<file path="config.mk">
export PLATFORM = sky130hd
export DESIGN_NAME = hex_dump_line_formatter
export DESIGN_NICKNAME = d
export VERILOG_FILES = /design/src/hdlf_pkg.sv /design/src/hdlf_pack.sv /design/src/hex_dump_line_formatter.sv
export VERILOG_INCLUDE_DIRS = /design/src /design/src/src
export SDC_FILE = /design/constraint.sdc
export NUM_CORES = 1
export LEC_CHECK = 0
export ABC_AREA = 1
export ABC_CLOCK_PERIOD_IN_PS = 2400
export BUFFER_PORTS_ARGS = -buffer_cell sky130_fd_sc_hd__buf_2
export CORE_ASPECT_RATIO = 0.75
export CORE_MARGIN = 10
export CORE_UTILIZATION = 55
export CTS_CLUSTER_DIAMETER = 100
export DETAILED_ROUTE_END_ITERATION = 6
export PLACE_DENSITY = 0.71
export REMOVE_ABC_BUFFERS = 1
export SLEW_MARGIN = 20
export SYNTH_ARGS = -nofsm -noshare
export SYNTH_HDL_FRONTEND = slang
export SYNTH_SLANG_ARGS = --single-unit
</file>
<file path="constraint.sdc">
create_clock -name clk_i -period 2.4 [get_ports clk_i]
set_input_delay 0.36 -clock clk_i [delete_from_list [all_inputs] [get_ports clk_i]]
set_output_delay 0.36 -clock clk_i [all_outputs]
set_load 0.01 [all_outputs]
</file>
<file path="src/hex_dump_line_formatter_assert.svh">
// ----------------------------------------------------------------------------
// Hex dump line formatter assertion macros
// Concurrent check wrappers on clk_i / rst_ni, removable with NO_ASSERTIONS.
// ----------------------------------------------------------------------------
`ifndef HEX_DUMP_LINE_FORMATTER_ASSERT_SVH
`define HEX_DUMP_LINE_FORMATTER_ASSERT_SVH

`ifndef NO_ASSERTIONS
`define HDLF_ASSERT(lbl, prop, msg) \
  lbl: assert property (@(posedge clk_i) disable iff (!rst_ni) (prop)) else $error(msg);
`define HDLF_ASSERT_NEXT(lbl, ante, cons, msg) \
  lbl: assert property (@(posedge clk_i) disable iff (!rst_ni) (ante) |=> (cons)) \
    else $error(msg);
`else
`define HDLF_ASSERT(lbl, prop, msg)
`define HDLF_ASSERT_NEXT(lbl, ante, cons, msg)
`endif

`endif

</file>
<file path="src/hdlf_pkg.sv">
// ----------------------------------------------------------------------------
// Hex dump line formatter package
// Layout constants, character codes, sequencer states and token type.
// ----------------------------------------------------------------------------
`timescale 1ns / 1ps
`default_nettype none

package hdlf_pkg;

  localparam int BytesPerLine  = 32;
  localparam int BytesPerGroup = 4;

  localparam int FillW   = $clog2(BytesPerLine);
  localparam int ColCntW = $clog2(BytesPerLine + 1);
  localparam int SpcW    = $clog2(3 * BytesPerLine + 4);

  localparam logic [7:0] ChNewline  = 8'h0A;
  localparam logic [7:0] ChSpace    = 8'h20;
  localparam logic [7:0] ChDot      = 8'h2E;
  localparam logic [7:0] ChAmp      = 8'h26;
  localparam logic [7:0] ChLt       = 8'h3C;
  localparam logic [7:0] ChGt       = 8'h3E;
  localparam logic [7:0] ChTilde    = 8'h7E;
  localparam logic [7:0] ChZero     = 8'h30;
  localparam logic [7:0] ChAlphaOff = 8'h37;

  localparam logic [1:0] CntOne = 2'd1;
  localparam logic [1:0] CntTwo = 2'd2;

  typedef enum logic {
    FuncData = 1'b0,
    FuncEnd  = 1'b1
  } func_e;

  typedef enum logic [2:0] {
    SEQ_IDLE,
    SEQ_NL,
    SEQ_HEXH,
    SEQ_HEXL,
    SEQ_SPC,
    SEQ_COL,
    SEQ_EOL
  } seq_state_e;

  // one character request from the sequencer
  typedef struct packed {
    logic       is_mem;
    logic [7:0] lit;
    logic       last;
  } tok_t;

  typedef logic [SpcW-1:0] spc_tbl_t [BytesPerLine];

  // spaces emitted by an end marker: padding plus the three column spaces
  function automatic spc_tbl_t build_pad_tbl();
    spc_tbl_t t;
    int       n;
    for (int f = 0; f < BytesPerLine; f++) begin
      n = 3;
      for (int k = f; k < BytesPerLine; k++) begin
        n = n + 2;
        if ((k % BytesPerGroup) == 0 && k > f) n = n + 1;
      end
      t[f] = SpcW'(n);
    end
    return t;
  endfunction

  function automatic logic [BytesPerLine-1:0] build_grp_tbl();
    logic [BytesPerLine-1:0] g;
    for (int f = 0; f < BytesPerLine; f++) begin
      g[f] = (((f + 1) % BytesPerGroup) == 0);
    end
    return g;
  endfunction

  localparam spc_tbl_t                PadTbl = build_pad_tbl();
  localparam logic [BytesPerLine-1:0] GrpTbl = build_grp_tbl();

  function automatic logic [7:0] hex_char(input logic [3:0] n);
    return (n < 4'd10) ? (ChZero + {4'h0, n}) : (ChAlphaOff + {4'h0, n});
  endfunction

  function automatic logic [7:0] shown_char(input logic [7:0] b);
    if (b >= ChSpace && b <= ChTilde && b != ChAmp && b != ChLt && b != ChGt) begin
      return b;
    end
    return ChDot;
  endfunction

endpackage

`default_nettype wire

</file>
<file path="src/hdlf_pack.sv">
// ----------------------------------------------------------------------------
// Hex dump line formatter character packer
// Resolves character requests, pairs them and holds the output register.
// ----------------------------------------------------------------------------
`timescale 1ns / 1ps
`default_nettype none

module hdlf_pack
  import hdlf_pkg::*;
(
  input  wire logic       clk_i,
  input  wire logic       rst_ni,
  input  wire logic       tok_valid_i,
  output logic            tok_ready_o,
  input  wire tok_t       tok_i,
  input  wire logic [7:0] mem_data_i,
  output logic            out_valid_o,
  input  wire logic       out_ready_i,
  output logic [7:0]      char_first_o,
  output logic [7:0]      char_second_o,
  output logic [1:0]      char_count_o,
  output logic            last_of_run_o
);

  logic       tok_v_q, tok_v_d;
  tok_t       tok_q;
  logic       half_v_q, half_v_d;
  logic [7:0] half_q;
  logic       out_v_q, out_v_d;
  logic [7:0] first_q, first_d;
  logic [7:0] second_q, second_d;
  logic [1:0] cnt_q, cnt_d;
  logic       last_q, last_d;
  logic [7:0] ch;
  logic       out_free, push, consume;

  assign ch       = tok_q.is_mem ? mem_data_i : tok_q.lit;
  assign out_free = !out_v_q || out_ready_i;
  assign push     = tok_v_q && (half_v_q || tok_q.last);
  assign consume  = tok_v_q && (!push || out_free);

  assign tok_ready_o = !tok_v_q || consume;

  always_comb begin
    tok_v_d  = tok_ready_o ? tok_valid_i : tok_v_q;
    half_v_d = half_v_q;
    out_v_d  = out_v_q && !out_ready_i;
    first_d  = first_q;
    second_d = second_q;
    cnt_d    = cnt_q;
    last_d   = last_q;
    if (consume) begin
      if (push) begin
        out_v_d  = 1'b1;
        half_v_d = 1'b0;
        last_d   = tok_q.last;
        if (half_v_q) begin
          first_d  = half_q;
          second_d = ch;
          cnt_d    = CntTwo;
        end else begin
          first_d  = ch;
          second_d = 8'h00;
          cnt_d    = CntOne;
        end
      end else begin
        half_v_d = 1'b1;
      end
    end
  end

  always_ff @(posedge clk_i or negedge rst_ni) begin
    if (!rst_ni) begin
      tok_v_q  <= 1'b0;
      half_v_q <= 1'b0;
      out_v_q  <= 1'b0;
    end else begin
      tok_v_q  <= tok_v_d;
      half_v_q <= half_v_d;
      out_v_q  <= out_v_d;
    end
  end

  always_ff @(posedge clk_i) begin
    if (tok_ready_o) tok_q <= tok_i;
    if (consume && !push) half_q <= ch;
    first_q  <= first_d;
    second_q <= second_d;
    cnt_q    <= cnt_d;
    last_q   <= last_d;
  end

  assign out_valid_o   = out_v_q;
  assign char_first_o  = first_q;
  assign char_second_o = second_q;
  assign char_count_o  = cnt_q;
  assign last_of_run_o = last_q;

endmodule

`default_nettype wire

</file>
<file path="src/hex_dump_line_formatter.sv">
// ----------------------------------------------------------------------------
// Hex dump line formatter
// Turns a byte stream into hex dump text with an ASCII column, one or two
// chars per result.
// ----------------------------------------------------------------------------
//  channel  signals                                        direction
//  in       in_valid_i/in_ready_o, func_i, data_byte_i     request in
//  out      out_valid_o/out_ready_i, char_first_o,         request out
//           char_second_o, char_count_o, last_of_run_o
//
//  One character per cycle while out is not stalled; a new item is taken
//  only once the last one has been sequenced, and an end marker that yields
//  nothing leaves in ready again in the next cycle.
//  Reset is immediate; the column memory needs no clearing.
//  A stall on out holds the sequencer; in stays ready until the next item.
// ----------------------------------------------------------------------------
`timescale 1ns / 1ps
`default_nettype none

`include "hex_dump_line_formatter_assert.svh"

module hex_dump_line_formatter
  import hdlf_pkg::*;
(
  input  wire logic       clk_i,
  input  wire logic       rst_ni,
  input  wire logic       in_valid_i,
  output logic            in_ready_o,
  input  wire logic       func_i,
  input  wire logic [7:0] data_byte_i,
  output logic            out_valid_o,
  input  wire logic       out_ready_i,
  output logic [7:0]      char_first_o,
  output logic [7:0]      char_second_o,
  output logic [1:0]      char_count_o,
  output logic            last_of_run_o
);

  seq_state_e state_q, state_d, seq_after;
  logic       block_start_q, block_start_d;
  logic [FillW-1:0]   line_fill_q, line_fill_d;
  logic [7:0]         byte_q, byte_d;
  logic               func_q, func_d;
  logic [SpcW-1:0]    spc_q, spc_d;
  logic [ColCntW-1:0] col_cnt_q, col_cnt_d;
  logic [FillW-1:0]   col_idx_q, col_idx_d;
  logic [7:0]         ascii_mem [BytesPerLine];
  logic [7:0]         rd_q;

  logic               accept, emit, tok_ready;
  logic               tok_valid;
  tok_t               tok;
  logic [ColCntW-1:0] fill_inc;
  logic               full;
  logic [ColCntW-1:0] col_last;

  assign in_ready_o = (state_q == SEQ_IDLE);
  assign accept     = in_valid_i && in_ready_o;
  assign tok_valid  = (state_q != SEQ_IDLE);
  assign emit       = tok_valid && tok_ready;
  assign fill_inc   = {1'b0, line_fill_q} + ColCntW'(1);
  assign full       = (fill_inc == ColCntW'(BytesPerLine));
  assign col_last   = col_cnt_q - ColCntW'(1);

  // item setup
  always_comb begin
    block_start_d = block_start_q;
    line_fill_d   = line_fill_q;
    byte_d        = byte_q;
    func_d        = func_q;
    spc_d         = spc_q;
    col_cnt_d     = col_cnt_q;
    col_idx_d     = col_idx_q;
    if (accept) begin
      byte_d        = data_byte_i;
      func_d        = func_i;
      block_start_d = (func_i == FuncEnd);
      col_idx_d     = '0;
      if (func_i == FuncData) begin
        line_fill_d = full ? '0 : fill_inc[FillW-1:0];
        col_cnt_d   = full ? ColCntW'(BytesPerLine) : '0;
        if (full) begin
          spc_d = SpcW'(3);
        end else if (GrpTbl[line_fill_q]) begin
          spc_d = SpcW'(1);
        end else begin
          spc_d = '0;
        end
      end else begin
        line_fill_d = '0;
        col_cnt_d   = {1'b0, line_fill_q};
        spc_d       = (line_fill_q != '0) ? PadTbl[line_fill_q] : '0;
      end
    end else if (emit) begin
      if (state_q == SEQ_SPC) spc_d = spc_q - SpcW'(1);
      if (state_q == SEQ_COL) col_idx_d = col_idx_q + FillW'(1);
    end
  end

  // next state
  always_comb begin
    seq_after = SEQ_IDLE;
    unique case (state_q)
      SEQ_IDLE: seq_after = SEQ_IDLE;
      SEQ_NL: begin
        if (func_q == FuncData) seq_after = SEQ_HEXH;
        else if (spc_q != '0)   seq_after = SEQ_SPC;
        else                    seq_after = SEQ_IDLE;
      end
      SEQ_HEXH: seq_after = SEQ_HEXL;
      SEQ_HEXL: seq_after = (spc_q != '0) ? SEQ_SPC : SEQ_IDLE;
      SEQ_SPC: begin
        if (spc_q != SpcW'(1))    seq_after = SEQ_SPC;
        else if (col_cnt_q != '0) seq_after = SEQ_COL;
        else                      seq_after = SEQ_IDLE;
      end
      SEQ_COL:  seq_after = ({1'b0, col_idx_q} == col_last) ? SEQ_EOL : SEQ_COL;
      SEQ_EOL:  seq_after = SEQ_IDLE;
      default:  seq_after = SEQ_IDLE;
    endcase

    state_d = state_q;
    if (accept) begin
      if (block_start_q)                           state_d = SEQ_NL;
      else if (func_i == FuncData)                 state_d = SEQ_HEXH;
      else if (line_fill_q != '0)                  state_d = SEQ_SPC;
      else                                         state_d = SEQ_IDLE;
    end else if (emit) begin
      state_d = seq_after;
    end
  end

  // character request
  always_comb begin
    tok.is_mem = 1'b0;
    tok.lit    = ChSpace;
    tok.last   = (seq_after == SEQ_IDLE);
    unique case (state_q)
      SEQ_IDLE: tok.lit = ChSpace;
      SEQ_NL:   tok.lit = ChNewline;
      SEQ_HEXH: tok.lit = hex_char(byte_q[7:4]);
      SEQ_HEXL: tok.lit = hex_char(byte_q[3:0]);
      SEQ_SPC:  tok.lit = ChSpace;
      SEQ_COL:  tok.is_mem = 1'b1;
      SEQ_EOL:  tok.lit = ChNewline;
      default:  tok.lit = ChSpace;
    endcase
  end

  always_ff @(posedge clk_i or negedge rst_ni) begin
    if (!rst_ni) begin
      state_q       <= SEQ_IDLE;
      block_start_q <= 1'b1;
      line_fill_q   <= '0;
    end else begin
      state_q       <= state_d;
      block_start_q <= block_start_d;
      line_fill_q   <= line_fill_d;
    end
  end

  always_ff @(posedge clk_i) begin
    byte_q    <= byte_d;
    func_q    <= func_d;
    spc_q     <= spc_d;
    col_cnt_q <= col_cnt_d;
    col_idx_q <= col_idx_d;
  end

  // ASCII column memory
  always_ff @(posedge clk_i) begin
    if (accept && func_i == FuncData) begin
      ascii_mem[line_fill_q] <= shown_char(data_byte_i);
    end
  end

  always_ff @(posedge clk_i) begin
    if (emit && state_q == SEQ_COL) begin
      rd_q <= ascii_mem[col_idx_q];
    end
  end

  hdlf_pack u_pack (
    .clk_i         (clk_i),
    .rst_ni        (rst_ni),
    .tok_valid_i   (tok_valid),
    .tok_ready_o   (tok_ready),
    .tok_i         (tok),
    .mem_data_i    (rd_q),
    .out_valid_o   (out_valid_o),
    .out_ready_i   (out_ready_i),
    .char_first_o  (char_first_o),
    .char_second_o (char_second_o),
    .char_count_o  (char_count_o),
    .last_of_run_o (last_of_run_o)
  );

  `HDLF_ASSERT_NEXT(a_empty_end_idle,
    accept && func_i == FuncEnd && !block_start_q && line_fill_q == '0,
    in_ready_o, "end marker with nothing pending did not finish at once")
  `HDLF_ASSERT(a_single_is_last,
    !(out_valid_o && char_count_o == CntOne) || last_of_run_o,
    "single-character result before end of run")
  `HDLF_ASSERT(a_col_in_range,
    !(state_q == SEQ_COL) || ({1'b0, col_idx_q} < col_cnt_q),
    "column read beyond filled entries")

endmodule

`default_nettype wire
</file>
==> out/qor.yml <==
run_status:
  status: "completed"
placed_design:
  routabilityCongestion: 0.920
  portBuffers: 33
  hpwl_mm: 22.7
clock_tree:
  clk_pin_slew_ps: 60
  post_cts_resized: 0
  cts_tree: "done"
  root_buffer: "clkbuf_16"
  cts_htree_levels: 2
  clockBufferDepth: 3
  cts_num_sinks: 339
  post_cts_buffers: 0
  numCtsBuffers: 34
  insertion_delay_ps: 530
route:
  routed_wl_mm: 34.6
  via_count: 9868
  firstDrtPassIters: 6
  postRouteAntennaNets: 0
  drcViolationCount: 0
  wl_per_cell_um: 20.0
  via_per_inst: 5.70
  drtIter0Drc: 1289
logic_synthesis:
  synth_top_area_share_pct: 67.2
  synth_flop_cell: "edfxtp_1"
  yosysSeqAreaShare_pct: 70.0
  synth_warnings: 0
  synth_area_leaders: "edfxtp_1 67%, nor2_1 5.7%, nand2_1 4.6%"
  syn_avg_cell_area_um2: 11.5
  synth-async-reset-ratio_pct: 3.54
  synth-edff-count: 322
  synth.ff_latch_count: 339
  synth_cells: 1252
  yosysUniqueCellTypes: 39
  syn-cell-area_um2: 14400
  yosysTopAreaCell: "edfxtp_1"
power:
  p_switching_uw: 5990
  power_density_nw_per_um2: 1090
  power_frac_comb_pct: 27.5
  leakage_uw: 0.00615
  internal_power_uw: 12100
  p_clk_share_pct: 29.9
  power.total_uw: 18100
  switching_share_pct: 33.1
  power_frac_seq_pct: 42.6
  peakVddDrop_v: 0.000839
setup_path:
  worstSetupEndpoint: "ascii_mem[2][1]$_DFFE_PP_"
  rrSetupSlack_ps: 220
  endpoint_kind: "flip-flop"
  crit_path_start: "state_q[1]$_DFFE_PN0P_"
  reg2reg_from: "state_q[1]$_DFFE_PN0P_"
  crit_arrival_ps: 2410
  reg2regPathDepth: 8
  critPathMaxFanout: 10
  cp.required_ps: 2620
  start_kind: "flip-flop"
  reg2reg_to: "ascii_mem[2][1]$_DFFE_PP_"
  critPathKind: "flip-flop to flip-flop"
timing:
  hold_viol: 0
  relSlewSlack_pct: 46.8
  drv_slew: 0
  fin_skew_ps: 20.1
  finalCriticalPeriod_ps: 2180
  post-route-period-util_pct: 91.0
  worst_pin_slew_ps: 798
  rsz0062_at_grt: "no"
  max_freq_mhz: 458
  fin_tns_setup_ps: 0
  setup_viol: 0
worst_hold_path:
  hp-class: "input pin to flip-flop"
final_layout:
  drive_gt1_share_pct: 12.5
  diodes: 0
  fin_nets: 1391
  fill_cells: 1959
  multi_input_area_um2: 3780
  syn_to_final_growth_pct: 15.1
  layout.area.seq_um2: 10100
grt:
  grt_pass1_wl_mm: 53.7
  grt_pass1_vias: 9336
  overflow: 0
  grt_max_degree: 76
  antenna_found_initial: 0
  globalRouteTotalUtil_pct: 21.0
floorplan:
  core_area_um2: 25800
  die_w_um: 207
  die_area_um2: 33100
  start_util_pct: 55.7
  die_h_um: 160
  ios: 34
  std_cell_rows: 51
flow_run:
  drv_cap: 0
[worst max-delay path, stage by stage (launching register included)]
cell and delay, ps:
dfrtp_1 420, inv_1 130, nand2_1 130, nor2_4 140
nand2_2 110, nor2_8 170, nand2_1 320, nor2_1 260
buf_4 210
[how the worst min path moves through the flow]
stage,from,end,slack [ps],depth (start not counted)
after floorplan,rst_ni,line_fill_q[0]$_DFFE_PN0P_,60,0
after global placement,rst_ni,u_pack.out_valid_o$_DFF_PN0_,280,1
after detailed placement,rst_ni,u_pack.half_v_q$_DFFE_PN0P_,280,1
after CTS,data_byte_i[7],byte_q[7]$_DFFE_PP_,30,1
after global routing,data_byte_i[7],byte_q[7]$_DFFE_PP_,40,1
final,data_byte_i[7],byte_q[7]$_DFFE_PP_,40,1
[placed cells by master, fill, tap and decap left out, drive strengths merged, types with 7 or more instances in the layout]
cell type    n
o21ai      162
nand2      177
buf        103
o221ai       7
o211ai      29
conb        32
a21oi       25
edfxtp     322
dfrtp       11
clkbuf      41
o22ai       29
nor2       221
ha          14
nand3       59
nand4       11
clkinv      16
inv         94
[cell families (layout without fill, tap and decap cells)]
| family | count (synthesis) | in the layout | share of synthesized area, % |
|---|---|---|---|
| buf+inv | 156 | 261 | 4.68 |
| fa+ha+maj | 14 | 14 | 1.22 |
| other cells | 1 | 32 | 0.0260 |
| simple gates | 476 | 476 | 13.5 |
| compound gates | 258 | 258 | 10.1 |
| flops | 339 | 339 | 70.0 |
| xor+xnor | 8 | 8 | 0.487 |
[sequential cells by signal, summed over array words and instances, names as in the netlist, 7 cells and up]
register	flops
ascii_mem	256
u_pack.tok_q	9
byte_q	8
rd_q	8
u_pack.char_first_o	8
u_pack.char_second_o	8
u_pack.half_q	8
spc_q	7
[cell usage after synthesis (3+ instances only)]
master and count:
buf_4 4, ha_1 14, o22ai_1 29, dfxtp_1 5
nand4_1 11, o21ai_0 129, o211ai_1 29, dfrtp_1 11
inv_1 91, o21ai_1 33, xnor2_1 5, clkinv_1 3
o221ai_1 7, xor2_1 3, a21oi_1 25, edfxtp_1 322
buf_6 6, or2_2 4, nand3_1 58, nand2_1 175
clkbuf_1 31, nor2_1 217, buf_2 18
[layer usage]
layer | up-vias | global-route usage [%] | wire length, um
met5 | - | 0 | 0
met4 | 0 | 5.82 | 697
met3 | 59 | 5.05 | 3250
li1 | 4603 | - | -
met2 | 445 | 30.9 | 15400
met1 | 4761 | 30.4 | 15200
[cell type report]
type,count,share of cell area [%]
clock buffers,41,5.42
clock inverters,19,1.40
inverters,97,2.23
multi-input cells,788,22.8
flip-flops and latches,339,60.8
well taps,344,2.60
repair buffers,104,4.76
[power groups by stage]
stage	clock, uW	combinational [uW]	sequential [uW]
final	5410	4970	7690
after global routing	5700	5510	7750
after CTS	5460	4910	7690
after detailed placement	0	4870	7810
after global placement	0	4800	7790
after floorplan	0	2710	8050
[what timing repair did]
item                                   in CTS  in global routing
endpoints found under the hold margin      11                  0
setup endpoints to repair                   0                  0
hold buffers                                1                  0
[stage by stage]
stage	worst slack, ps	util (%)	hold WS [ps]	std cells	area, um2
4_1_cts	233	64.1	28.6	1732	16600
3_3_place_gp	186	59.7	279	1671	15400
2_1_floorplan	-2230	-	64.4	1224	14200
5_1_grt	76.2	64.1	37.7	1732	16600
6_report	217	64.1	44.5	1732	16600
3_5_place_dp	194	59.7	284	1671	15400
Note: power is estimated with default switching activity, not from simulation.
